===== config.mk =====
export PLATFORM = sky130hd
export DESIGN_NAME = apid_mul
export DESIGN_NICKNAME = d
export VERILOG_FILES = /design/src/rtl/attitude_pid_step_macros.svh /design/src/rtl/apid_pkg.sv /design/src/rtl/apid_mul.sv
export SDC_FILE = /design/constraint.sdc
export NUM_CORES = 2
export LEC_CHECK = 0
export ABC_AREA = 1
export BUFFER_PORTS_ARGS = -buffer_cell sky130_fd_sc_hd__buf_2
export CAP_MARGIN = 40
export CELL_PAD_IN_SITES_DETAIL_PLACEMENT = 1
export CELL_PAD_IN_SITES_GLOBAL_PLACEMENT = 1
export CORE_MARGIN = 8
export CORE_UTILIZATION = 28
export CTS_BUF_LIST = sky130_fd_sc_hd__clkbuf_8 sky130_fd_sc_hd__clkbuf_16
export CTS_CLUSTER_DIAMETER = 200
export DETAILED_ROUTE_END_ITERATION = 12
export GPL_TIMING_DRIVEN = 0
export PLACE_DENSITY_LB_ADDON = 0.08
export SLEW_MARGIN = 40
export SYNTH_ARGS = -nofsm -noshare
export SYNTH_HDL_FRONTEND = slang
export SYNTH_SLANG_ARGS = --single-unit

===== constraint.sdc =====
create_clock -name clock -period 6.8 [get_ports clock]
set_clock_uncertainty 0.2 [all_clocks]
set_input_delay 1.36 -clock clock [delete_from_list [all_inputs] [get_ports clock]]
set_output_delay 1.36 -clock clock [all_outputs]
set_load 0.01 [all_outputs]

===== src/rtl/attitude_pid_step_macros.svh =====
// Assertion macros for the attitude PID top level.
`ifndef ATTITUDE_PID_STEP_MACROS_SVH
`define ATTITUDE_PID_STEP_MACROS_SVH

// Same-cycle implication, disabled during reset.
`define APID_ASSERT_NOW(lbl, clk, rst, ante, cons, msg) \
   lbl: assert property (@(posedge clk) disable iff (rst) (ante) |-> (cons)) \
      else $error(msg);

// Next-cycle implication, disabled during reset.
`define APID_ASSERT_NEXT(lbl, clk, rst, ante, cons, msg) \
   lbl: assert property (@(posedge clk) disable iff (rst) (ante) |=> (cons)) \
      else $error(msg);

`endif


===== src/rtl/apid_pkg.sv =====
// Types and constants for the attitude PID datapath.
package apid_pkg;

   localparam int CSR_INDEX_W = 3;
   localparam int CSR_DATA_W  = 32;

   typedef enum logic [CSR_INDEX_W-1:0] {
      REG_MAX_INCLINATION = 3'd0,
      REG_PROP_GAIN       = 3'd1,
      REG_RATE_GAIN       = 3'd2,
      REG_INTEG_GAIN      = 3'd3,
      REG_INTEG_MIN       = 3'd4,
      REG_INTEG_MAX       = 3'd5,
      REG_DERIV_GAIN      = 3'd6
   } reg_index_type;

   // Divide-by-constant via reciprocal multiply: M = ceil(2^S / D), exact for 31-bit values.
   localparam longint P_DIV   = 100;
   localparam int     P_SHIFT = 38;
   localparam logic [31:0] P_RECIP =
      32'(((64'd1 << P_SHIFT) + 64'(P_DIV) - 64'd1) / 64'(P_DIV));

   localparam longint R_DIV   = 80 * 19;
   localparam int     R_SHIFT = 42;
   localparam logic [31:0] R_RECIP =
      32'(((64'd1 << R_SHIFT) + 64'(R_DIV) - 64'd1) / 64'(R_DIV));

   localparam int I_SHIFT = 12;   // integral scale 1/4096
   localparam int D_SHIFT = 11;   // derivative scale 1/2048

   localparam int P_Q_W = 25;     // |kp*err|/100 < 2^25
   localparam int R_Q_W = 21;     // |kr*spd|/1520 < 2^21

   typedef struct packed {
      logic        [14:0] max_inclination;
      logic        [15:0] prop_gain;
      logic        [15:0] rate_gain;
      logic        [15:0] integ_gain;
      logic signed [31:0] integ_min;
      logic signed [31:0] integ_max;
      logic        [15:0] deriv_gain;
   } cfg_type;

   typedef struct packed {
      logic signed [15:0] err;
      logic signed [15:0] spd;
      logic signed [31:0] integ;
      logic signed [18:0] dsum;
   } front_type;

   typedef struct packed {
      logic        [30:0] p_mag;
      logic               p_neg;
      logic        [30:0] r_mag;
      logic               r_neg;
      logic signed [47:0] i_prod;
      logic signed [34:0] d_prod;
   } prod_type;

   typedef struct packed {
      logic signed [P_Q_W:0] p_term;
      logic signed [R_Q_W:0] r_term;
      logic signed [35:0]    i_term;
      logic signed [23:0]    d_term;
   } term_type;

endpackage


===== src/rtl/apid_mul.sv =====
// Gain multiplications; P and rate paths kept as sign and magnitude.
module apid_mul (
   input  logic                clock,
   input  logic                en,
   input  apid_pkg::cfg_type   cfg,
   input  apid_pkg::front_type front,
   output apid_pkg::prod_type  prod
);
   import apid_pkg::*;

   logic     [15:0] err_abs;
   logic     [15:0] spd_abs;
   prod_type        prod_ff;
   prod_type        prod_in;

   always_comb begin
      err_abs        = front.err[15] ? 16'(-front.err) : 16'(front.err);
      spd_abs        = front.spd[15] ? 16'(-front.spd) : 16'(front.spd);
      prod_in.p_mag  = 31'(cfg.prop_gain) * 31'(err_abs[14:0]);
      prod_in.p_neg  = front.err[15];
      prod_in.r_mag  = 31'(cfg.rate_gain) * 31'(spd_abs);
      prod_in.r_neg  = front.spd[15];
      prod_in.i_prod = 48'(front.integ) * 48'($signed({1'b0, cfg.integ_gain}));
      prod_in.d_prod = 35'(front.dsum) * 35'($signed({1'b0, cfg.deriv_gain}));
   end

   always_ff @(posedge clock) begin
      if (en) begin
         prod_ff <= prod_in;
      end
   end

   assign prod = prod_ff;

endmodule


==> reports/qor.yml <==
crit_buf_inv: 8
grt_pass1_wl_mm: 314.5
fin_setup_tns_ns: -2.251
worst_slack_ns: -0.2031
cts.sinks: 147
drt_iter0_markers: 1619
cts_htree_levels: 4
ant_nets: 0
ys_seq_area_frac: 0.08297
synth_top_area_frac: 0.4361
die-area_sq_um: 204200
yosys_register_bits: 147
place_worst_setup_slack_ns: -1.806
cts.clk_slew.worst_paths_ns: 0.08
setup_viol: 27
maxSlewViolCount: 0
die_h_um: 451.9
period_needed_ns: 7.003
synth_top_flop_cell: "edfxtp_1"
worstSetupEndpointType: "flip-flop"
cpLargestDelayFamily: "adder cells"
cp_common_cell: "fa_1"
hold_depth: 1
worst_setup_path_start_kind: "input pin"
final_util: 0.3364
cpPeakStageDelay_ns: 0.58
yosysTopAreaCell: "fa_1"
crit_slowest_cell: "fa_2"
required_ns: 6.89
drv_cap: 0
final_cell_area_sq_um: 63770
area_growth_pct: 19.86
ios: 375
postCtsHoldBufs: 0
antenna_found_initial: 6
core.rowCount: 160
netlist_area_sq_um: 53200
avgViaCountPerCell: 4.459
numCtsBuffers: 17
hold_viol_final: 0
slew_headroom: 0.4145
ys_async_sr_fraction: 0
run_status: "complete, but fails checks"
start_util: 0.2806
wl_per_cell_um: 21.33
synth_edf_count: 147
coreArea_sq_um: 189600
ys_types: 53
worstPathArrival_ns: 7.09
cts_buffer_depth: 2
crit_path_max_fanout: 7
grt_use_total: 0.2047
synth.net_count: 8543
failed_checks: "setup timing"
yosys-top-cells-area: "fa_1 (44%), inv_1 (14%), nand2_1 (13%), ha_1 (9.4%), edfxtp_1 (8.3%)"
vias: 43150
rsz0062_at_grt: "true"
dr.pass1.iters: 5
postPlaceCellArea_sq_um: 58180
tritoncts: "built"
crit_type: "in -> reg"
largest_register_ffs: 147
dieWidth_um: 451.9
globalplace.congestion: 0.8397
final_nets: 8937
dpl.hpwl_mm: 178.6
max_clock_freq_mhz: 142.8
finalCritPeriodShare: 1.030
io_buffers: 210
hold_path_class: "in -> reg"
avgSynthCellArea_sq_um: 7.874
overflow: 0
tightest_slew_ns: 0.8782
drive_gt1_frac: 0.1704
drc: 0
syn-instance-count: 6757
path_depth: 31
grt_max_degree: 53
yosysWarningCount: 0
totalWireLength_mm: 206.4
clockRootBuffer: "clkbuf_16"
grt_pass1_vias: 49470
## metal layers
layer  global-route usage  routed length (um)  up-vias  part of all wire
met2               0.3740              105500      578              0.51
met4              0.05383                6222        0             0.030
met5                    0                   0        -                 0
li1                     -                   -    20090                 -
met3              0.01485                4395      181             0.021
met1               0.2611               90320    22300              0.44
## what timing repair did
item / CTS / global route
gates resized for setup: 632 / 505
endpoints found under the hold margin: 0 / 0
pin swaps: 145 / 172
endpoints found under the setup margin: 99 / 87
buffers inserted: 103 / 61
## cells in the mapped netlist (13+ instances only)
cell / instances
ha_1: 399
edfxtp_1: 147
nor3_1: 23
nand3_1: 156
fa_1: 1159
clkbuf_1: 189
nor2_1: 422
xnor2_1: 29
nand4_1: 43
inv_1: 1944
xor2_1: 69
buf_2: 15
o21bai_1: 18
buf_1: 13
a21oi_1: 163
nand2_1: 1785
o21ai_0: 73
## kinds of logic (layout without fill, tap and decap cells)
logic type | Yosys count | count (layout) | synth area share
and+or+nand+nor | 2475 | 2475 | 0.1844
AOI/OAI and AO/OA | 285 | 285 | 0.02951
xor gates and xnor gates | 98 | 98 | 0.01613
buffers and inverters | 2194 | 2601 | 0.1570
other | 0 | 3 | 0
DFF | 147 | 147 | 0.08297
adders and majority gates | 1558 | 1558 | 0.5299
## area by class of cell
type,count,area (sq um)
antenna,3,7.507
buffer,231,1957
clock buffer,17,425.4
clock inverter,15,137.6
fill,22540,125800
inverter,1958,7467
multi-input combinational,4416,43570
sequential,147,4414
tap,2511,3142
timing repair buffer,380,2653
## worst paths after layout
check / from / to
worst max-delay path: front[67] / prod[146]
worst min-delay path: front[66] / prod[83]
## cells in the final DEF, fill, tap and decap left out, types with 29 or more instances in the layout
cell type / count
a21oi_1: 110
a21oi_2: 32
buf_2: 211
buf_4: 168
buf_6: 58
clkbuf_2: 49
clkbuf_4: 33
edfxtp_1: 147
fa_1: 1130
fa_2: 29
ha_1: 319
ha_4: 53
inv_1: 1859
inv_2: 60
nand2_1: 1661
nand2_2: 83
nand2_4: 43
nand3_1: 121
nand4_1: 43
nor2_1: 329
nor2_2: 56
nor2_4: 39
o21ai_0: 34
xor2_1: 51
## per-stage QoR
step | instances | hold WS, ns
floorplan | 6757 | 1.259
global placement | 9478 | 1.356
detailed placement | 9484 | 1.360
CTS | 9614 | 0.7751
global route | 9676 | 0.7979
finish | 9678 | 0.8360
Power is not shown: default switching activity piles up to over one toggle a cycle in this logic, so the estimate is an artifact.
