### config.mk
export PLATFORM = sky130hd
export DESIGN_NAME = apid_scale
export DESIGN_NICKNAME = d
export VERILOG_FILES = /design/src/rtl/attitude_pid_step_macros.svh /design/src/rtl/apid_pkg.sv /design/src/rtl/apid_scale.sv
export SDC_FILE = /design/constraint.sdc
export NUM_CORES = 2
export LEC_CHECK = 0
export ABC_CLOCK_PERIOD_IN_PS = 11950
export BUFFER_PORTS_ARGS = -buffer_cell sky130_fd_sc_hd__buf_4
export CORE_ASPECT_RATIO = 0.75
export CORE_MARGIN = 2
export CORE_UTILIZATION = 50
export DETAILED_ROUTE_END_ITERATION = 16
export PLACE_DENSITY = 0.8
export SYNTH_ARGS = -nofsm -noshare
export SYNTH_HDL_FRONTEND = slang
export SYNTH_SLANG_ARGS = --single-unit
### constraint.sdc
create_clock -name clock -period 11.95 [get_ports clock]
set_clock_uncertainty 0.15 [all_clocks]
set_input_delay 1.7925 -clock clock [delete_from_list [all_inputs] [get_ports clock]]
set_output_delay 1.7925 -clock clock [all_outputs]
set_load 0.005 [all_outputs]
### src/rtl/attitude_pid_step_macros.svh
// Assertion macros for the attitude PID top level.
`ifndef ATTITUDE_PID_STEP_MACROS_SVH
`define ATTITUDE_PID_STEP_MACROS_SVH

// Same-cycle implication, disabled during reset.
`define APID_ASSERT_NOW(lbl, clk, rst, ante, cons, msg) \
   lbl: assert property (@(posedge clk) disable iff (rst) (ante) |-> (cons)) \
      else $error(msg);

// Next-cycle implication, disabled during reset.
`define APID_ASSERT_NEXT(lbl, clk, rst, ante, cons, msg) \
   lbl: assert property (@(posedge clk) disable iff (rst) (ante) |=> (cons)) \
      else $error(msg);

`endif

### src/rtl/apid_pkg.sv
// Types and constants for the attitude PID datapath.
package apid_pkg;

   localparam int CSR_INDEX_W = 3;
   localparam int CSR_DATA_W  = 32;

   typedef enum logic [CSR_INDEX_W-1:0] {
      REG_MAX_INCLINATION = 3'd0,
      REG_PROP_GAIN       = 3'd1,
      REG_RATE_GAIN       = 3'd2,
      REG_INTEG_GAIN      = 3'd3,
      REG_INTEG_MIN       = 3'd4,
      REG_INTEG_MAX       = 3'd5,
      REG_DERIV_GAIN      = 3'd6
   } reg_index_type;

   // Divide-by-constant via reciprocal multiply: M = ceil(2^S / D), exact for 31-bit values.
   localparam longint P_DIV   = 100;
   localparam int     P_SHIFT = 38;
   localparam logic [31:0] P_RECIP =
      32'(((64'd1 << P_SHIFT) + 64'(P_DIV) - 64'd1) / 64'(P_DIV));

   localparam longint R_DIV   = 80 * 19;
   localparam int     R_SHIFT = 42;
   localparam logic [31:0] R_RECIP =
      32'(((64'd1 << R_SHIFT) + 64'(R_DIV) - 64'd1) / 64'(R_DIV));

   localparam int I_SHIFT = 12;   // integral scale 1/4096
   localparam int D_SHIFT = 11;   // derivative scale 1/2048

   localparam int P_Q_W = 25;     // |kp*err|/100 < 2^25
   localparam int R_Q_W = 21;     // |kr*spd|/1520 < 2^21

   typedef struct packed {
      logic        [14:0] max_inclination;
      logic        [15:0] prop_gain;
      logic        [15:0] rate_gain;
      logic        [15:0] integ_gain;
      logic signed [31:0] integ_min;
      logic signed [31:0] integ_max;
      logic        [15:0] deriv_gain;
   } cfg_type;

   typedef struct packed {
      logic signed [15:0] err;
      logic signed [15:0] spd;
      logic signed [31:0] integ;
      logic signed [18:0] dsum;
   } front_type;

   typedef struct packed {
      logic        [30:0] p_mag;
      logic               p_neg;
      logic        [30:0] r_mag;
      logic               r_neg;
      logic signed [47:0] i_prod;
      logic signed [34:0] d_prod;
   } prod_type;

   typedef struct packed {
      logic signed [P_Q_W:0] p_term;
      logic signed [R_Q_W:0] r_term;
      logic signed [35:0]    i_term;
      logic signed [23:0]    d_term;
   } term_type;

endpackage

### src/rtl/apid_scale.sv
// Constant-divisor scaling of the four products, truncating toward zero.
module apid_scale (
   input  logic                clock,
   input  logic                en,
   input  apid_pkg::prod_type  prod,
   output apid_pkg::term_type  term
);
   import apid_pkg::*;

   logic        [62:0] p_full;
   logic        [62:0] r_full;
   logic        [P_Q_W-1:0] p_q;
   logic        [R_Q_W-1:0] r_q;
   logic signed [47:0] i_adj;
   logic signed [34:0] d_adj;
   term_type           term_ff;
   term_type           term_in;

   always_comb begin
      p_full = 63'(prod.p_mag) * 63'(P_RECIP);
      r_full = 63'(prod.r_mag) * 63'(R_RECIP);
      p_q    = p_full[P_SHIFT +: P_Q_W];
      r_q    = r_full[R_SHIFT +: R_Q_W];
      // Bias negatives so the arithmetic shift truncates toward zero.
      i_adj  = prod.i_prod + (prod.i_prod[47] ? 48'sd4095 : 48'sd0);
      d_adj  = prod.d_prod + (prod.d_prod[34] ? 35'sd2047 : 35'sd0);

      term_in.p_term = prod.p_neg ? -$signed({1'b0, p_q}) : $signed({1'b0, p_q});
      term_in.r_term = prod.r_neg ? -$signed({1'b0, r_q}) : $signed({1'b0, r_q});
      term_in.i_term = i_adj[47:I_SHIFT];
      term_in.d_term = d_adj[34:D_SHIFT];
   end

   always_ff @(posedge clock) begin
      if (en) begin
         term_ff <= term_in;
      end
   end

   assign term = term_ff;

endmodule

==> out/qor.txt <==
Longest Clk Path Bufs: 2
number of buffers added on ports: 256
H-tree depth: 3
Tot GR Track Use: 29.3%
Fmax: 0.0960 GHz
largest family of logic cells by synthesized area: adder cells
Synth async-reset ratio: 0%
Synth Area in XOR/XNOR: 3.30%
Post-synth EDFFs: 108
Final Cycle Share: 87.2%
Clock transition at path regs: 0.09 ns
HPWL Detailed: 102,000 µm
WP data required: 11.93 ns
CORE AREA: 75,400 µm²
wire length of the first global-routing pass: 173,000 µm
synthesized flop and latch total: 108
Pre-antenna DRT Iters: 7
vias in the first global route: 29,312
vias per cell: 5.48
Hold Path Class: input pin to register
# clock sinks: 108
max reg flops: 108
Arrival @ worst endpoint: 10.39 ns
CTS Root Cell: clkbuf_16
CTS tree: done
fin crit period: 10.42 ns
vias: 28,078
Worst setup SP type: input pin
post_cts resized: 0
RSZ-0062 raised after global routing: no
largest net degree at the start of global routing: 64
Total Nets Final: 5,744
gr ovfl total: 0
adder and majority cell fraction of the synthesized area: 63.2%
FP Rows: 87
Starting Density: 50.7%
CP Max Fanout: 10
syn nets: 5,508
mux cell area share after synthesis: 0.108%
final RePlAce weighted congestion: 1.06
Synth Instances: 3,855
synth warn: 0
synthesis-to-layout area growth: 8.93%
DRC Markers: 0
hold_buf cts: 0
status: finished clean
1st-iter DRT viols: 2,345
top-level I/O count: 257
CP Class: input pin to register
setup TNS: 0 ns
Slew HR: 41.5%
die height: 243 µm
fill cell count: 6,557
final setup fails: 0
Worst Setup End Kind: register
mean post-synth cell area: 9.92 µm²
Post-Synth Simple-Gate Area: 6.37%
Worst Tran Pin Value: 0.869 ns
WL final: 112,000 µm
max-cap viol count: 0
Layout Utilization: 55.2%
initial antenna violation count: 8
layout cell share with drive strength beyond 1: 7.40%
die area: 78,700 µm²
fin. max-slew vios: 0
most used flip-flop cell after synthesis: edfxtp_1
Antenna Nets Post-Route: 0
final hold violations: 0
post-CTS repair timing setup buffer count: 0
Mapped Area: 38,200 µm²
Die Wd: 323 µm
cts bufs inserted: 9
WL per Instance: 21.9 µm
post-synth cell types: 75
Synth Area in Compound Gates: 6.72%
Seq/Total Area, Yosys: 8.48%
## metal layers
layer / GRT usage, % / vias up / share of wire (%) / routed length (µm)
li1: - / 12689 / - / -
met1: 42.6 / 13705 / 44 / 48900
met2: 39.9 / 1533 / 39 / 44100
met3: 13.1 / 149 / 15 / 16900
met4: 5.84 / 2 / 2.0 / 2250
met5: 0 / - / 0.015 / 17
## metrics by stage
step | setup slack [ns] | cell area [µm²] | std cells | hold WS, ns
3_3_place_gp | 1.46 | 41300 | 5103 | 1.94
6_report | 1.53 | 41600 | 5123 | 1.54
2_1_floorplan | 2.35 | 38200 | 3855 | 1.76
5_1_grt | 1.11 | 41600 | 5122 | 1.52
3_5_place_dp | 1.31 | 41300 | 5103 | 1.94
4_1_cts | 1.69 | 41600 | 5119 | 1.51
## cell usage in the layout (no fill, tap or decap), drive strengths merged, types with 8 or more instances in the layout
cell type / synthesis / final
nor4: 17 / 17
buf: 2 / 258
edfxtp: 108 / 108
inv: 1168 / 1171
o21ai: 102 / 102
xnor2: 109 / 109
clkbuf: 31 / 9
ha: 792 / 792
or3: 8 / 8
fa: 712 / 712
nor3: 25 / 25
nor2: 84 / 84
xor2: 35 / 35
and4: 10 / 10
a21o: 31 / 31
nand2b: 12 / 12
nor2b: 9 / 9
o211ai: 11 / 11
and2: 13 / 13
o21bai: 11 / 11
o31ai: 18 / 18
and3: 30 / 30
a31oi: 15 / 15
nand4: 49 / 49
nand2: 146 / 146
a21oi: 136 / 136
a211oi: 14 / 14
nand3: 58 / 58
## worst max-delay path, cell delays in order
cell and delay (ns):
buf_4 0.18, ha_1 0.32, inv_1 0.09, fa_1 0.54, inv_1 0.05, fa_1 0.52, fa_1 0.46, fa_1 0.58
fa_1 0.61, fa_1 0.60, inv_1 0.07, fa_1 0.53, inv_1 0.04, ha_1 0.36, nand4_1 0.21, nor3_1 0.39
nor3_1 0.09, a211oi_1 0.56, o21ai_0 0.31, xnor2_1 0.25, or4_1 0.61, nor3_2 0.29, nand4b_1 0.30, o41ai_1 0.49
xnor2_1 0.12
## cell families after synthesis
group	count (synthesis)
adder cells (fa/ha/maj)	1504
buffers and inverters	1201
AND/OR/NAND/NOR	484
AO/OA/AOI/OAI	410
XOR/XNOR	144
flip-flops	108
multiplexers	4
## layout make-up
| type | count | area, µm² | area share [%] |
|---|---|---|---|
| Antenna cell | 4 | 10.0 | 0.0240 |
| Multi-Input combinational cell | 2546 | 30500 | 73.2 |
| Clock buffer | 9 | 225 | 0.541 |
| Sequential cell | 108 | 3240 | 7.79 |
| Tap cell | 1023 | 1280 | 3.07 |
| Clock inverter | 7 | 90.1 | 0.216 |
| Timing Repair Buffer | 258 | 1940 | 4.65 |
| Inverter | 1168 | 4380 | 10.5 |
## worst paths after layout
path | to | slack [ns] | start | cells after the start
worst max-delay path | term[101] | 1.53 | prod[131] | 25
worst min-delay path | term[20] | 1.54 | prod[31] | 2
## cells in the mapped netlist (5+ instances only)
library cell | count | share of area (%)
and2_1 | 13 | 0.21
clkbuf_1 | 31 | 0.30
o21a_1 | 6 | 0.12
nand4_1 | 48 | 0.79
a31oi_1 | 14 | 0.23
edfxtp_1 | 108 | 8.5
a31o_2 | 7 | 0.16
fa_1 | 712 | 37
o221ai_1 | 5 | 0.11
nor3_1 | 24 | 0.31
xnor2_1 | 109 | 2.5
o41ai_1 | 7 | 0.16
nand2_1 | 146 | 1.4
and4_1 | 10 | 0.23
nand2b_1 | 12 | 0.20
a21boi_0 | 7 | 0.14
nor2b_1 | 9 | 0.15
inv_1 | 1168 | 11
o21bai_1 | 11 | 0.22
a211oi_1 | 14 | 0.27
nand3_1 | 58 | 0.76
a21o_1 | 31 | 0.61
xor2_1 | 35 | 0.80
and3_1 | 29 | 0.47
a21oi_1 | 136 | 1.8
ha_1 | 792 | 26
o211ai_1 | 11 | 0.22
o31ai_1 | 16 | 0.31
o21ai_0 | 101 | 1.3
nor4_1 | 17 | 0.28
or3_1 | 7 | 0.11
or2_2 | 6 | 0.098
nor2_1 | 84 | 0.82
Power is not shown: default switching activity piles up to over one toggle a cycle in this logic, so the estimate is an artifact.
