**config.mk**
```make
export PLATFORM = sky130hd
export DESIGN_NAME = apid_front
export DESIGN_NICKNAME = d
export VERILOG_FILES = /design/src/rtl/attitude_pid_step_macros.svh /design/src/rtl/apid_pkg.sv /design/src/rtl/apid_front.sv
export SDC_FILE = /design/constraint.sdc
export NUM_CORES = 1
export LEC_CHECK = 0
export BUFFER_PORTS_ARGS = -buffer_cell sky130_fd_sc_hd__buf_4
export CORE_MARGIN = 3
export CORE_UTILIZATION = 45
export CTS_BUF_LIST = sky130_fd_sc_hd__clkbuf_8
export CTS_CLUSTER_SIZE = 24
export DETAILED_ROUTE_END_ITERATION = 10
export PLACE_DENSITY = 0.74
export RECOVER_POWER = 50
export SYNTH_ARGS = -nofsm -noshare
export SYNTH_HDL_FRONTEND = slang
export SYNTH_SLANG_ARGS = --single-unit
```
**constraint.sdc**
```tcl
create_clock -name clock -period 8.9 [get_ports clock]
set_clock_uncertainty 0.2 [all_clocks]
set_input_delay 0.445 -clock clock [delete_from_list [all_inputs] [get_ports clock]]
set_output_delay 0.445 -clock clock [all_outputs]
set_load 0.01 [all_outputs]
```
**src/rtl/attitude_pid_step_macros.svh**
```systemverilog
// Assertion macros for the attitude PID top level.
`ifndef ATTITUDE_PID_STEP_MACROS_SVH
`define ATTITUDE_PID_STEP_MACROS_SVH

// Same-cycle implication, disabled during reset.
`define APID_ASSERT_NOW(lbl, clk, rst, ante, cons, msg) \
   lbl: assert property (@(posedge clk) disable iff (rst) (ante) |-> (cons)) \
      else $error(msg);

// Next-cycle implication, disabled during reset.
`define APID_ASSERT_NEXT(lbl, clk, rst, ante, cons, msg) \
   lbl: assert property (@(posedge clk) disable iff (rst) (ante) |=> (cons)) \
      else $error(msg);

`endif

```
**src/rtl/apid_pkg.sv**
```systemverilog
// Types and constants for the attitude PID datapath.
package apid_pkg;

   localparam int CSR_INDEX_W = 3;
   localparam int CSR_DATA_W  = 32;

   typedef enum logic [CSR_INDEX_W-1:0] {
      REG_MAX_INCLINATION = 3'd0,
      REG_PROP_GAIN       = 3'd1,
      REG_RATE_GAIN       = 3'd2,
      REG_INTEG_GAIN      = 3'd3,
      REG_INTEG_MIN       = 3'd4,
      REG_INTEG_MAX       = 3'd5,
      REG_DERIV_GAIN      = 3'd6
   } reg_index_type;

   // Divide-by-constant via reciprocal multiply: M = ceil(2^S / D), exact for 31-bit values.
   localparam longint P_DIV   = 100;
   localparam int     P_SHIFT = 38;
   localparam logic [31:0] P_RECIP =
      32'(((64'd1 << P_SHIFT) + 64'(P_DIV) - 64'd1) / 64'(P_DIV));

   localparam longint R_DIV   = 80 * 19;
   localparam int     R_SHIFT = 42;
   localparam logic [31:0] R_RECIP =
      32'(((64'd1 << R_SHIFT) + 64'(R_DIV) - 64'd1) / 64'(R_DIV));

   localparam int I_SHIFT = 12;   // integral scale 1/4096
   localparam int D_SHIFT = 11;   // derivative scale 1/2048

   localparam int P_Q_W = 25;     // |kp*err|/100 < 2^25
   localparam int R_Q_W = 21;     // |kr*spd|/1520 < 2^21

   typedef struct packed {
      logic        [14:0] max_inclination;
      logic        [15:0] prop_gain;
      logic        [15:0] rate_gain;
      logic        [15:0] integ_gain;
      logic signed [31:0] integ_min;
      logic signed [31:0] integ_max;
      logic        [15:0] deriv_gain;
   } cfg_type;

   typedef struct packed {
      logic signed [15:0] err;
      logic signed [15:0] spd;
      logic signed [31:0] integ;
      logic signed [18:0] dsum;
   } front_type;

   typedef struct packed {
      logic        [30:0] p_mag;
      logic               p_neg;
      logic        [30:0] r_mag;
      logic               r_neg;
      logic signed [47:0] i_prod;
      logic signed [34:0] d_prod;
   } prod_type;

   typedef struct packed {
      logic signed [P_Q_W:0] p_term;
      logic signed [R_Q_W:0] r_term;
      logic signed [35:0]    i_term;
      logic signed [23:0]    d_term;
   } term_type;

endpackage

```
**src/rtl/apid_front.sv**
```systemverilog
// Error clamp, integrator and speed-delta history; holds the loop state.
module apid_front (
   input  logic                clock,
   input  logic                reset,
   input  logic                en,
   input  logic signed [15:0]  set_point,
   input  logic signed [11:0]  body_angle,
   input  logic signed [15:0]  angle_speed,
   input  apid_pkg::cfg_type   cfg,
   output apid_pkg::front_type front
);
   import apid_pkg::*;

   logic signed [17:0] err_raw;
   logic signed [17:0] lim;
   logic signed [17:0] err_clamp;
   logic signed [32:0] integ_sum;
   logic signed [16:0] delta;

   logic signed [31:0] integ_ff,      integ_in;
   logic signed [15:0] prev_speed_ff;
   logic signed [16:0] delta_new_ff;
   logic signed [16:0] delta_old_ff;
   logic signed [15:0] err_ff;
   logic signed [18:0] dsum_ff,       dsum_in;

   always_comb begin
      err_raw = {set_point[15], set_point, 1'b0} - 18'(body_angle);
      lim     = {3'b000, cfg.max_inclination};
      priority if (err_raw < -lim) begin
         err_clamp = -lim;
      end else if (err_raw > lim) begin
         err_clamp = lim;
      end else begin
         err_clamp = err_raw;
      end
   end

   // Lower limit tested first; inverted: integ_min if below, else max.
   always_comb begin
      integ_sum = 33'(integ_ff) + 33'(err_clamp);
      priority if (integ_sum < 33'(cfg.integ_min)) begin
         integ_in = cfg.integ_min;
      end else if (integ_sum > 33'(cfg.integ_max)) begin
         integ_in = cfg.integ_max;
      end else begin
         integ_in = integ_sum[31:0];
      end
   end

   assign delta   = 17'(angle_speed) - 17'(prev_speed_ff);
   assign dsum_in = 19'(delta) + 19'(delta_new_ff) + 19'(delta_old_ff);

   always_ff @(posedge clock) begin
      if (reset) begin
         integ_ff      <= '0;
         prev_speed_ff <= '0;
         delta_new_ff  <= '0;
         delta_old_ff  <= '0;
      end else if (en) begin
         integ_ff      <= integ_in;
         prev_speed_ff <= angle_speed;
         delta_new_ff  <= delta;
         delta_old_ff  <= delta_new_ff;
      end
   end

   always_ff @(posedge clock) begin
      if (en) begin
         err_ff  <= err_clamp[15:0];
         dsum_ff <= dsum_in;
      end
   end

   // The updated state doubles as this stage's output register.
   assign front.err   = err_ff;
   assign front.spd   = prev_speed_ff;
   assign front.integ = integ_ff;
   assign front.dsum  = dsum_ff;

endmodule

```
==> summary.txt <==
Outcome
  – Outcome: finished, final reports clean

Clock tree
  – Clock Path Buffers: 2
  – CTS tree: built
  – Clock sink total: 117
  – Hold buffers post-CTS: 0
  – Clock insertion delay at the later pin of the skew report: 470 ps
  – H-tree depth: 4
  – Reg clk slew, reported paths: 90 ps
  – TritonCTS Buffers: 17
  – Root buffer cell: clkbuf_8

Setup path
  – Worst EP arrival: 8680 ps
  – Worst Setup Start Kind: primary input
  – RR Endpoint: integ_ff[30]$_SDFFE_PP0P_
  – Crit path buffers/inverters: 3
  – Worst path max stage delay: 450 ps
  – Critical path type: primary input to flop
  – Reg2reg path depth: 20
  – CP Max Fanout: 12
  – R2R Setup Slk: 3740 ps
  – Data required, critical path: 8990 ps
  – Reg-to-Reg Start: integ_ff[0]$_SDFFE_PP0P_
  – Worst setup EP type: flop
  – Crit-path leading delay family: compound AO/OA/AOI/OAI gates
  – CP max stage cell: a2111o_1
  – Stages on worst setup path: 38

Placed design
  – Area post-placement: 15,300 µm²
  – Port bufs: 208
  – Final Wtd Congestion: 0.930
  – HPWL after DPL: 28,800 µm

Logic synthesis
  – Distinct cells, synth: 88
  – Synth Register Bits: 117
  – Net Count, Synth: 1,861
  – Async SR Flop Fraction: 0%
  – Sequential element share of the synthesized area: 21.9%
  – Avg Inst Size Synth: 8.36 µm²
  – Ys flop type: dfxtp_1
  – Post-synth EDFFs: 35
  – YS warnings: 0
  – Post-Syn Area: 12,300 µm²
  – Mapped Cells: 1,471

Power
  – PD cells: 329 nW/µm²
  – LEAKAGE: 0.00760 µW
  – VDD IR max: 0.213 mV

Hold path
  – Worst hold path depth: 3
  – Min-delay src: angle_speed[7]
  – Hold Crit Class: primary input to flop
  – WHS Endpoint: prev_speed_ff[7]$_SDFFE_PP0P_

Detailed routing
  – Post-DR vias/cell: 5.52
  – Antenna-violating nets left: 0
  – Final wirelength: 36,200 µm
  – Via count: 12,000
  – Drt drc: 0
  – DRT Pass-1 Iters: 8
  – Number of DRC markers in iteration 0: 850
  – Routed len/inst: 16.7 µm

Cells and area
  – Fillers: 2,365
  – Layout cells sized above 1: 21.3%
  – Post-route cell area: 15,600 µm²
  – Area Overhead vs Synth: 26.9%
  – Final #Nets: 2,205

Global route
  – Largest net degree at the start of global routing: 66
  – GR Util met3: 4.48%
  – Vias in the first global route: 11,500
  – GRT Util Overall: 23.7%
  – Met1 Track Usage GR: 30.4%
  – GRT overflow: 0
  – First-pass GRT wire length: 56,700 µm
  – Initial antenna violation count: 1
  – Grt peak-use layer: met2
  – GR Util met2: 41.5%

Die
  – Die area: 29,300 µm²
  – Die H: 171 µm
  – I/O pins: 273
  – Die width: 171 µm
  – # rows: 59
  – Total core area: 26,400 µm²
  – Initial Util: 46.5%

Timing
  – Total Neg Setup Slack: 0 ps
  – Setup-failing EPs final: 0
  – Min cycle time layout: 8590 ps
  – Maximum clock rate: 116 MHz
  – Tightest Pin Transition: 1300 ps
  – Hold Vio Cnt, Final: 0
  – Period utilisation layout: 96.5%
  – Worst slew margin: 13.2%
  – Max-slew violations: 0

Flow run
  – Max-Cap Viols: 0
kinds of logic after synthesis:
family          count (synthesis)  share of synthesized area [%]
flops                         117                           21.9
mux                            67                           5.55
compound gates                385                           22.4
fa+ha+maj                     200                           21.6
buf+inv                       251                           7.90
xor+xnor                       73                           5.20
simple gates                  378                           15.4
synth_stat cells (7+ instances only):
master	number	area share, %
inv_1	207	6.3
nor2_1	121	3.7
nand2_1	51	1.6
a211o_1	12	0.85
nand3_1	36	1.5
nand2b_1	34	1.7
ha_1	179	18
xor2_1	20	1.4
or3_1	7	0.36
o22ai_1	11	0.56
clkbuf_1	31	0.95
mux2_2	9	0.82
nor3_1	33	1.3
xnor2_1	53	3.8
fa_1	21	3.4
or2_2	7	0.36
o21ai_0	52	2.1
dfxtp_1	82	13
a21o_1	47	2.9
o31ai_1	9	0.55
o21bai_1	7	0.43
edfxtp_1	35	8.5
nor2b_1	26	1.3
a21oi_1	84	3.4
mux2i_1	58	4.7
nand4_1	20	1.0
o21a_1	22	1.3
o211ai_1	17	1.0
a211oi_1	18	1.1
and3_1	15	0.76
a31oi_1	9	0.46
o21ai_1	14	0.57
layout by cell type (no fill, tap or decap), drive strengths merged, types with 7 or more instances in the layout:
cell type  synthesis  layout
a2111oi           10      10
o31ai             10      10
o211ai            18      18
a21oi             84      84
ha               179     179
o311ai             8       8
nor2b             27      27
a211o             12      12
o21a              22      22
inv              207     217
nand4             20      20
nand3             36      36
a211oi            20      20
or2                9       9
mux2i             58      58
fa                21      21
and3              15      15
dfxtp             82      82
o22ai             11      11
mux2               9       9
or3                7       7
buf               13     288
nand2             52      53
xor2              20      20
a31oi              9       9
nand2b            34      34
nor2             121     121
nor3              34      34
a21o              47      47
clkbuf            31      97
o21bai             8       8
xnor2             53      53
edfxtp            35      35
o21ai             66      66
how the worst max path moves through the flow:
stage                  start                         to  slack [ps]
2_1_floorplan  body_angle[1]  integ_ff[22]$_SDFFE_PP0P_         100
3_3_place_gp    set_point[1]  integ_ff[11]$_SDFFE_PP0P_        -130
3_5_place_dp    set_point[1]  integ_ff[11]$_SDFFE_PP0P_        -310
4_1_cts         set_point[1]  integ_ff[11]$_SDFFE_PP0P_         110
5_1_grt         set_point[0]  integ_ff[29]$_SDFFE_PP0P_          -1
6_report        set_point[0]  integ_ff[30]$_SDFFE_PP0P_         310
metal layers:
layer	vias up	share of wire [%]	routed length, µm
met5	-	0	0
met4	0	1.9	671
met3	50	6.2	2250
met2	365	48	17500
met1	5580	44	15800
li1	5959	-	-
report_power, final:
part	switching, µW	leakage, µW	internal [µW]	total, µW
clock	294	0.000193	210	504
sequential	86.4	0.00102	696	783
combinational	2010	0.00639	1830	3840
total	2390	0.00760	2740	5130
layout make-up:
class	count	area, µm²	share of cell area, %
multi-input cells	1104	8810	56.4
inverters	207	777	4.98
flip-flops and latches	117	2690	17.3
repair buffers	368	2520	16.2
clock inverters	15	154	0.986
clock buffers	17	234	1.50
well taps	335	419	2.69
diodes	1	2.50	0.0160
state kept, by name (all words and copies together) (netlist names):
name           count
delta_new_ff      17
delta_old_ff      17
dsum_ff           19
err_ff            16
integ_ff          32
prev_speed_ff     16
metrics by stage:
stage               hold slack (ps)  cells  setup slack [ps]  power (µW)  util, %
CTS                            7.25   2159               106        5060     59.4
floorplan                       260   1471              97.2        3120        -
finish                         20.8   2164               311        5130     59.1
detailed placement              275   2127              -315        4530     58.0
global route                   27.9   2164             -1.35        5590     59.1
global placement                272   2127              -134        4450     58.0
timing repair:
| action | in CTS | in global routing |
|---|---|---|
| buffers inserted | 0 | 3 |
| setup endpoints to repair | 0 | 32 |
| gates resized for setup | 0 | 36 |
worst register-to-register path, delay by kind of cell (launching register included):
family,cells,cell delay [ps]
adder cells (fa/ha/maj),3,930
AO/OA/AOI/OAI,11,2180
flip-flops,1,340
buffers and inverters,2,350
AND/OR/NAND/NOR,4,980
Power figures use the tool's default switching activity.
