$ cat config.mk
export PLATFORM = sky130hd
export DESIGN_NAME = apid_csr
export DESIGN_NICKNAME = d
export VERILOG_FILES = /design/src/rtl/attitude_pid_step_macros.svh /design/src/rtl/apid_pkg.sv /design/src/rtl/apid_csr.sv
export SDC_FILE = /design/constraint.sdc
export NUM_CORES = 1
export LEC_CHECK = 0
export ABC_AREA = 1
export BUFFER_PORTS_ARGS = -buffer_cell sky130_fd_sc_hd__buf_2
export CORE_ASPECT_RATIO = 1.2
export CORE_MARGIN = 8
export CORE_UTILIZATION = 55
export DETAILED_ROUTE_END_ITERATION = 8
export PLACE_DENSITY = 0.85
export SLEW_MARGIN = 15
export SYNTH_ARGS = -nofsm -noshare
export SYNTH_HDL_FRONTEND = slang
export SYNTH_SLANG_ARGS = --single-unit
$ cat constraint.sdc
create_clock -name clock -period 1.9 [get_ports clock]
set_input_delay 0.285 -clock clock [delete_from_list [all_inputs] [get_ports clock]]
set_output_delay 0.285 -clock clock [all_outputs]
set_load 0.01 [all_outputs]
$ cat src/rtl/attitude_pid_step_macros.svh
// Assertion macros for the attitude PID top level.
`ifndef ATTITUDE_PID_STEP_MACROS_SVH
`define ATTITUDE_PID_STEP_MACROS_SVH

// Same-cycle implication, disabled during reset.
`define APID_ASSERT_NOW(lbl, clk, rst, ante, cons, msg) \
   lbl: assert property (@(posedge clk) disable iff (rst) (ante) |-> (cons)) \
      else $error(msg);

// Next-cycle implication, disabled during reset.
`define APID_ASSERT_NEXT(lbl, clk, rst, ante, cons, msg) \
   lbl: assert property (@(posedge clk) disable iff (rst) (ante) |=> (cons)) \
      else $error(msg);

`endif

$ cat src/rtl/apid_pkg.sv
// Types and constants for the attitude PID datapath.
package apid_pkg;

   localparam int CSR_INDEX_W = 3;
   localparam int CSR_DATA_W  = 32;

   typedef enum logic [CSR_INDEX_W-1:0] {
      REG_MAX_INCLINATION = 3'd0,
      REG_PROP_GAIN       = 3'd1,
      REG_RATE_GAIN       = 3'd2,
      REG_INTEG_GAIN      = 3'd3,
      REG_INTEG_MIN       = 3'd4,
      REG_INTEG_MAX       = 3'd5,
      REG_DERIV_GAIN      = 3'd6
   } reg_index_type;

   // Divide-by-constant via reciprocal multiply: M = ceil(2^S / D), exact for 31-bit values.
   localparam longint P_DIV   = 100;
   localparam int     P_SHIFT = 38;
   localparam logic [31:0] P_RECIP =
      32'(((64'd1 << P_SHIFT) + 64'(P_DIV) - 64'd1) / 64'(P_DIV));

   localparam longint R_DIV   = 80 * 19;
   localparam int     R_SHIFT = 42;
   localparam logic [31:0] R_RECIP =
      32'(((64'd1 << R_SHIFT) + 64'(R_DIV) - 64'd1) / 64'(R_DIV));

   localparam int I_SHIFT = 12;   // integral scale 1/4096
   localparam int D_SHIFT = 11;   // derivative scale 1/2048

   localparam int P_Q_W = 25;     // |kp*err|/100 < 2^25
   localparam int R_Q_W = 21;     // |kr*spd|/1520 < 2^21

   typedef struct packed {
      logic        [14:0] max_inclination;
      logic        [15:0] prop_gain;
      logic        [15:0] rate_gain;
      logic        [15:0] integ_gain;
      logic signed [31:0] integ_min;
      logic signed [31:0] integ_max;
      logic        [15:0] deriv_gain;
   } cfg_type;

   typedef struct packed {
      logic signed [15:0] err;
      logic signed [15:0] spd;
      logic signed [31:0] integ;
      logic signed [18:0] dsum;
   } front_type;

   typedef struct packed {
      logic        [30:0] p_mag;
      logic               p_neg;
      logic        [30:0] r_mag;
      logic               r_neg;
      logic signed [47:0] i_prod;
      logic signed [34:0] d_prod;
   } prod_type;

   typedef struct packed {
      logic signed [P_Q_W:0] p_term;
      logic signed [R_Q_W:0] r_term;
      logic signed [35:0]    i_term;
      logic signed [23:0]    d_term;
   } term_type;

endpackage

$ cat src/rtl/apid_csr.sv
// Configuration register file for the attitude PID.
module apid_csr (
   input  logic                               clock,
   input  logic                               reset,
   input  logic                               csr_write_en,
   input  logic [apid_pkg::CSR_INDEX_W-1:0]   csr_index,
   input  logic [apid_pkg::CSR_DATA_W-1:0]    csr_wdata,
   output apid_pkg::cfg_type                  cfg
);
   import apid_pkg::*;

   cfg_type cfg_ff;
   cfg_type cfg_in;

   always_comb begin
      cfg_in = cfg_ff;
      if (csr_write_en) begin
         unique case (reg_index_type'(csr_index))
            REG_MAX_INCLINATION: cfg_in.max_inclination = csr_wdata[14:0];
            REG_PROP_GAIN:       cfg_in.prop_gain       = csr_wdata[15:0];
            REG_RATE_GAIN:       cfg_in.rate_gain       = csr_wdata[15:0];
            REG_INTEG_GAIN:      cfg_in.integ_gain      = csr_wdata[15:0];
            REG_INTEG_MIN:       cfg_in.integ_min       = $signed(csr_wdata[31:0]);
            REG_INTEG_MAX:       cfg_in.integ_max       = $signed(csr_wdata[31:0]);
            REG_DERIV_GAIN:      cfg_in.deriv_gain      = csr_wdata[15:0];
            default:             cfg_in = cfg_ff;
         endcase
      end
   end

   always_ff @(posedge clock) begin
      if (reset) begin
         cfg_ff <= '0;
      end else begin
         cfg_ff <= cfg_in;
      end
   end

   assign cfg = cfg_ff;

endmodule

==> metrics, run 1 <==
status complete, no violations; Non-Filler Instances 1,120; Area Overhead vs Synth 27.0%; Pre-Repair DR Iteration Count 5; RSZ-0062 raised after global routing no; Slew Viols, Final 0; clk_lat worst skew 0.41 ns; Simple-Gate Fraction of Synth Area a little over two fifths; top cell type's share of synthesized area 50.0%; Buf+Inv Stages, Crit Path 1; routability cong. 0.824; Synth cell types 12; Slew HR 63.3%; core box area 10,300 sq um; placed cell count 1,090; Synth Area in XOR/XNOR 0%; Root Buffer clkbuf_16; post-synthesis mux area share 0%; setup TNS 0 ns; Total GRT Usage 25.1%; clock skew 0 ns; Syn Nets 863; Peak VDD IR 0.579 mV; PortBufs between 150 and 200; vias in the first global route approximately 5,400; CP max-delay cell dfxtp_1; CP startpoint kind flip-flop; Critical Path Sink Type primary output; highest clock rate 824 MHz; synthesized area per cell 6.94 sq um; Worst-Margin Slew 0.550 ns; Layout fillers 866; GRT overflow 0; number of flip-flops under the largest register name 143; Total Power 7210 uW; routed vias/inst ~5.2; H-tree depth 4; total die area 13,900 sq um; site row count 41; ranking of synthesized cells by area dfxtp_1, nor2_1, nand3_1; die height 128 um; Leak between 0.003 and 0.004 uW; largest family of logic cells by synthesized area simple AND/OR/NAND/NOR gates; post_cts resized 0; sequential fraction of the synthesis area 50.0%; clock sink total 143; final hold vios 0; Iteration-0 DRC Markers 385; complex-gate fraction of the synthesized area 0%; Post-DP HPWL approximately 12,000 um; Post-DRT Antenna Nets 0; DRT Wirelength 17,700 um; Hold Path Class input pin to flip-flop; endpoints failing setup 0; crit path cell chain buf_2; fin crit share 63.9%; crit path kind flip-flop to primary output; CTS Hold Bufs 0; hold_ws approximately 0.21 ns; ratio of cells with drive above 1 in the final layout 23.6%; Max Fanout on Critical Path 2; Num CTS Buffers 17; initial antenna violation count 1; Vias about 5,800; Period minus WS final 1.21 ns; TritonCTS clock tree done; Yosys top cell by area dfxtp_1; CTS clk-pin slew, worst paths 0.06 ns; I/O pin count 181; CP peak stage delay 0.36 ns; final core utilization 70.5%; Synth Register Bits 143; Cells after Synth between 800 and 900; chip width 109 um; initial core utilization a little under three fifths; arrival time worst endpoint 0.93 ns; n_diodes 0; largest net degree at the start of global routing 66; clock buffer depth 2; kind of cell adding the most delay to the critical path flip-flops; first-pass GRT wire length 27,300 um; Post-Synth Adder-Cell Area 0%; YS warnings 0; WL per Instance 15.8 um; nets@finish 1,018; post-synthesis instance area 5720 sq um; Max Cap Violations 0; Post-CTS Setup Inserts 0; Req. time, crit path 1.62 ns; DRC Markers 0; PD cells 992 nW/um^2
## cells in the mapped netlist, drive strengths merged
master,number
nor2,297
nand2,149
dfxtp,143
nand3,143
buf,51
inv,39
clkbuf,3
## through the flow
| stage | area, sq um | setup slack (ns) |
|---|---|---|
| after global placement | 6680 | 0.537 |
| after detailed placement | 6680 | 0.514 |
| after floorplan | 5720 | 0.817 |
| after global routing | 7270 | 0.653 |
| final | 7270 | 0.687 |
| after CTS | 7270 | 0.676 |
## layout make-up
class                      instances  area, sq um  share of cell area, %
clock buffer                      19          443                   6.10
clock inverter                    11          143                   1.96
inverter                          39          149                   2.05
multi-input combinational        589         2460                   33.8
sequential                       143         2860                   39.4
tap                              129          161                   2.22
timing repair buffer             190         1050                   14.5
## cell usage in the layout (no fill, tap or decap), drive strengths merged
| cell type | n |
|---|---|
| buf | 190 |
| bufinv | 3 |
| clkbuf | 19 |
| clkinv | 3 |
| clkinvlp | 5 |
| dfxtp | 143 |
| inv | 39 |
| nand2 | 149 |
| nand3 | 143 |
| nor2 | 297 |
## power breakdown
part           total, uW  switching, uW  internal (uW)
sequential          3160           58.4           3110
clock               3310           1230           2070
combinational        738            486            252
## cells by family (layout without fill, tap and decap cells)
family                 Yosys count  count (layout)
and+or+nand+nor                589             589
buffers and inverters           93             259
DFF                            143             143
## metal layers
layer  track usage (%)  up-vias  share of wire [%]
li1                  -     2860                  -
met2              41.6      263                 50
met5                 0        -              0.051
met4              13.8        2                3.4
met3              5.94       50                8.2
met1              28.8     2667                 39
## path summary, 6_finish.rpt
| kind | cells after the start | to | from | slack [ns] |
|---|---|---|---|---|
| max | 1 | cfg[97] | cfg[97] | 0.69 |
| min | 5 | cfg[36] | csr_wdata[20] | 0.21 |
| max reg2reg | 2 | cfg[87] | cfg[87] | 1.25 |
| min reg2reg | 2 | cfg[32] | cfg[32] | 0.48 |
Power figures use the tool's default switching activity.
==> run 2: changes to the inputs <==
ABC_AREA = 0   (was 1)
CORE_UTILIZATION = 51   (was 55)
PLACE_DENSITY = 0.8   (was 0.85)
clock period = 1.2 ns   (was 1.9 ns; I/O delays follow)
==> run 2 against run 1 <==
Effect of this change: core utilization decreased by 2.6 points; via count is 29% lower; register-to-register slack worse by 0.70 ns; first-iteration DRC count decreased by 57%; count of clock-buffer cells in the layout rose by 2; die area increased by 5.4%; highest routed layer is now met4.
==> metrics, run 2 <==
total die area 14,700 sq um; Post-DRT Antenna Nets 0; metal2 WL 7150 um; chip width 112 um; vias in the first global route ~4,500; sequential fraction of the synthesis area 50.8%; Critical Path Sink Type primary output; Slew HR 73.2%; Period minus WS final about 1.1 ns; Synth cell types 11; most common cell after layout, fill and taps aside buf_2; CP peak stage delay 0.37 ns; n_diodes 0; Worst Slack Setup Final between 0.08 and 0.09 ns; YS warnings 0; max layer used met4; Synth Register Bits 143; Post-CTS Setup Inserts 0; site row count 42; clk_lat worst skew 0.41 ns; DR WL met3 about 1300 um; H-tree depth 4; kind of cell adding the most delay to the critical path flip-flops; core box area 10,900 sq um; Worst-Margin Slew about 0.40 ns; Num CTS Buffers 17; reg-to-reg critical path endpoint cfg[109]; clock buffer depth 2; Total Power ~11,000 uW; crit path cell chain buf_2; Max Fanout on Critical Path 2; post-synthesis instance area 5640 sq um; routability cong. between 0.7 and 0.8; routed vias/inst roughly 5; fin crit share between 90% and 100%; CP startpoint kind flip-flop; Req. time, crit path between 1 and 1.5 ns; top cell type's share of synthesized area 50.8%; ys async rst share 0%; DRC Markers 0; Max Cap Violations 0; most frequent cells in the layout buf_2, nand2b_1, mux2i_1, dfxtp_1, clkbuf_16; Slew Viols, Final 0; Post-DP HPWL 10,600 um; Peak VDD IR 0.893 mV; Pre-Repair DR Iteration Count 4; RSZ-0062 raised after global routing no; Area Overhead vs Synth 31.6%; FF-to-FF path depth 2; synthesized area per cell 11.2 sq um; I/O pin count between 150 and 200; number of flip-flops under the largest register name 143; largest net degree at the start of global routing 51; PD cells 1480 nW/um^2; Iteration-0 DRC Markers 164; post_cts resized 0; hold path endpoint cfg[43]; DRT Wirelength around 15,000 um; Syn Nets 543; ratio of cells with drive above 1 in the final layout about 33%; PortBufs 180; setup TNS 0 ns; Hold Path Class input pin to flip-flop; initial antenna violation count 0; arrival time worst endpoint 0.93 ns; first-pass GRT wire length 23,300 um; status complete, no violations; FF-to-FF setup slack 0.55 ns; final core utilization 67.9%; Post-synth top cells nand2b_1, dfxtp_1, mux2i_1, clkbuf_1, buf_2; Yosys top cell by area dfxtp_1; CTS clk-pin slew, worst paths 0.06 ns; Cells after Synth 505; TritonCTS clock tree done; Leak 0.00394 uW; Vias 4,164; clock sink total 143; ranking of synthesized cells by area dfxtp_1, mux2i_1, nand2b_1; initial core utilization 51.6%; reg-to-reg startpoint cfg[109]; die height around 130 um; Buf+Inv Stages, Crit Path 1; CTS Hold Bufs 0; highest clock rate 900 MHz; Post-synth EDFFs 0; CP max-delay cell dfxtp_1; Min-Delay Startpoint csr_wdata[27]; crit path kind flip-flop to primary output; endpoints failing setup 0; dpl ws -0.130 ns; final hold vios 0; nets@finish 723; WL per Instance 17.6 um; metal1 wirelength 5990 um; top-count cell post-synth nand2b_1; Total GRT Usage 19.9%; ys flop type dfxtp_1; clock skew 0 ns; hold path depth 3; GRT overflow 0; Root Buffer clkbuf_16
[run 2: cell count changes after synthesis, sizes merged]
cell | before | now
buf | 51 | 17
clkbuf | 3 | 19
inv | 39 | 0
mux2i | 0 | 143
nand2 | 149 | 0
nand2b | 0 | 175
nand3 | 143 | 0
nand4b | 0 | 3
nand4bb | 0 | 2
nor2 | 297 | 0
nor4bb | 0 | 2
or4b | 0 | 1
[run 2: layout make-up]
cell class / instances / area, sq um
clock buffers: 21 / 460
clock inverters: 10 / 136
fillers: 837 / 3510
multi-input cells: 326 / 2640
flip-flops and latches: 143 / 2860
well taps: 132 / 165
repair buffers: 197 / 1160
[run 2: layer usage]
| layer | vias to the layer above | global-route usage [%] |
|---|---|---|
| li1 | 2023 | - |
| met1 | 1993 | 21.2 |
| met2 | 134 | 34.3 |
| met3 | 14 | 9.21 |
| met4 | 0 | 6.31 |
| met5 | - | 0 |
[run 2: per-stage QoR]
step | area [sq um] | cells | hold slack (ns)
after floorplan | 5650 | 505 | 0.356
after global placement | 6820 | 798 | 0.454
after detailed placement | 6820 | 798 | 0.463
after CTS | 7420 | 829 | 0.0306
after global routing | 7420 | 829 | 0.0500
final | 7420 | 829 | 0.0456
[run 2: cells by family after synthesis]
logic type | after synthesis | synth area share, %
buffers and inverters | 36 | 3.02
muxes | 143 | 25.4
and+or+nand+nor | 183 | 20.8
DFF | 143 | 50.8
[run 2: worst max path at each step]
stage / from / to / slack [ns] / cells past startpoint
floorplan: csr_index[0] / cfg[133] / -0.01 / 4
global placement: csr_index[0] / cfg[133] / -0.1 / 3
detailed placement: csr_index[0] / cfg[130] / -0.13 / 3
CTS: cfg[4] / cfg[4] / 0.07 / 1
global route: cfg[69] / cfg[69] / 0.05 / 1
finish: cfg[4] / cfg[4] / 0.09 / 1
[run 2: report_power, final]
group	switching [uW]	internal, uW
Clock	1920	3360
Combinational	391	377
Sequential	58.7	4860
==> run 3: changes to the inputs <==
BUFFER_PORTS_ARGS = -buffer_cell sky130_fd_sc_hd__clkbuf_2   (was -buffer_cell sky130_fd_sc_hd__buf_2)
RECOVER_POWER = 50   (was default)
==> run 3 against run 2 <==
Effect of this change: first-iteration DRC count decreased by 6.7%; sequential share of layout area increased by 0.085 points; critical path depth unchanged; largest power group unchanged; combinational power decreased by 2%; register-to-register slack got worse by 0.08 ns; clock skew unchanged; worst hold slack got worse by 0.0035 ns; critical path type unchanged; fmax decreased by 0.89%; count of clock-buffer cells in the layout unchanged.
==> metrics, run 3 (same netlist as run 2, synthesis figures left out) <==
CP startpoint kind flip-flop; most common cell after layout, fill and taps aside clkbuf_2; ratio of cells with drive above 1 in the final layout 32.8%; total die area between 10,000 and 15,000 sq um; CTS clk-pin slew, worst paths around 0.06 ns; Slew HR a little under three fifths; hold_ws between 0.04 and 0.05 ns; Num CTS Buffers 17; chip width 112 um; routability cong. 0.772; post_cts resized 0; DRT Wirelength 15,000 um; site row count 42; Post-DP HPWL between 10,000 and 15,000 um; crit path kind flip-flop to primary output; initial core utilization 51.6%; Layout fillers 873; final core utilization around two thirds; die height 131 um; WL per Instance around 18 um; largest net degree at the start of global routing 51; Total GRT Usage 20.6%; nets@finish 725; arrival time worst endpoint 0.94 ns; Pre-Repair DR Iteration Count 4; clock sink total 143; core box area between 10,000 and 15,000 sq um; Vias 4,211; Post-DRT Antenna Nets 0; Flop pwr share 42.8%; initial antenna violation count 0; GRT overflow 0; Period minus WS final approximately 1.1 ns; Root Buffer clkbuf_16; Buf+Inv Stages, Crit Path 1; FF-to-FF setup slack 0.47 ns; Hold Path Class input pin to flip-flop; DRC Markers 0; first-pass GRT wire length 24,300 um; fin crit share 93.5%; H-tree depth 4; number of flip-flops under the largest register name 143; Max Cap Violations 0; Req. time, crit path 1.02 ns; I/O pin count 181; PortBufs 180; Peak VDD IR 0.813 mV; Net Sw Power 2420 uW; Area Overhead vs Synth 31.3%; placed cell areas 6840 sq um; routed vias/inst between 5 and 6; combinational power share 6.6%; crit path cell chain clkbuf_2; Iteration-0 DRC Markers 153; Critical Path Sink Type primary output; clk_lat worst skew between 0.4 and 0.5 ns; status complete, no violations; CP max-delay cell dfxtp_1; clock skew 0 ns; most frequent cells in the layout clkbuf_2, nand2b_1, mux2i_1, dfxtp_1, clkbuf_16; PD cells 1550 nW/um^2; final hold vios 0; Non-Filler Instances 831; n_diodes 0; placed cell count 800; Leak 0.00380 uW; endpoints failing setup 0; clock buffer depth 2; highest clock rate 891 MHz; CP peak stage delay around 0.38 ns; Cell Int Power 9060 uW; vias in the first global route 4,649; setup TNS 0 ns; Switching Fraction 21.1%; kind of cell adding the most delay to the critical path flip-flops; Slew Viols, Final 0; Worst-Margin Slew between 0.6 and 0.7 ns; Max Fanout on Critical Path 2; final instance area 7400 sq um; RSZ-0062 raised after global routing no; TritonCTS clock tree done; clock share of power 50.6%; Post-CTS Setup Inserts 0; CTS Hold Bufs 0
==> run 3: layout make-up <==
cell class	count	area (sq um)	share of cell area [%]
sequential	143	2860	38.7
multi-input combinational	326	2620	35.3
timing repair buffer	199	1110	14.9
clock buffer	21	470	6.35
clock inverter	10	184	2.48
tap	132	165	2.23
==> run 3: metal layers <==
| metal | up-vias | GRT usage (%) | part of all wire (%) |
|---|---|---|---|
| li1 | 2031 | - | - |
| met1 | 2032 | 22.4 | 41 |
| met2 | 137 | 35.4 | 49 |
| met3 | 11 | 9.99 | 8.8 |
| met4 | 0 | 4.73 | 0.69 |
| met5 | - | 0 | 0 |
==> run 3: power groups by stage <==
stage	sequential, uW	combinational [uW]	clock [uW]
floorplan	5060	385	0
global placement	5010	758	0
detailed placement	5020	781	0
CTS	4920	788	5850
global route	4930	814	6070
finish	4920	755	5800
==> run 3: path summary, 6_finish.rpt <==
check                                    from  endpoint  cells after the start
worst min-delay path            csr_wdata[22]   cfg[38]                      3
worst min register to register        cfg[75]   cfg[75]                      2
worst max register to register        cfg[55]   cfg[55]                      2
worst max-delay path                  cfg[84]   cfg[84]                      1
==> run 3: metrics by stage <==
stage	power, uW	setup WS (ns)
final	11500	0.0782
after global routing	11800	0.0382
after CTS	11600	0.0672
after detailed placement	5800	-0.0992
after global placement	5770	-0.0792
after floorplan	5440	-0.0143
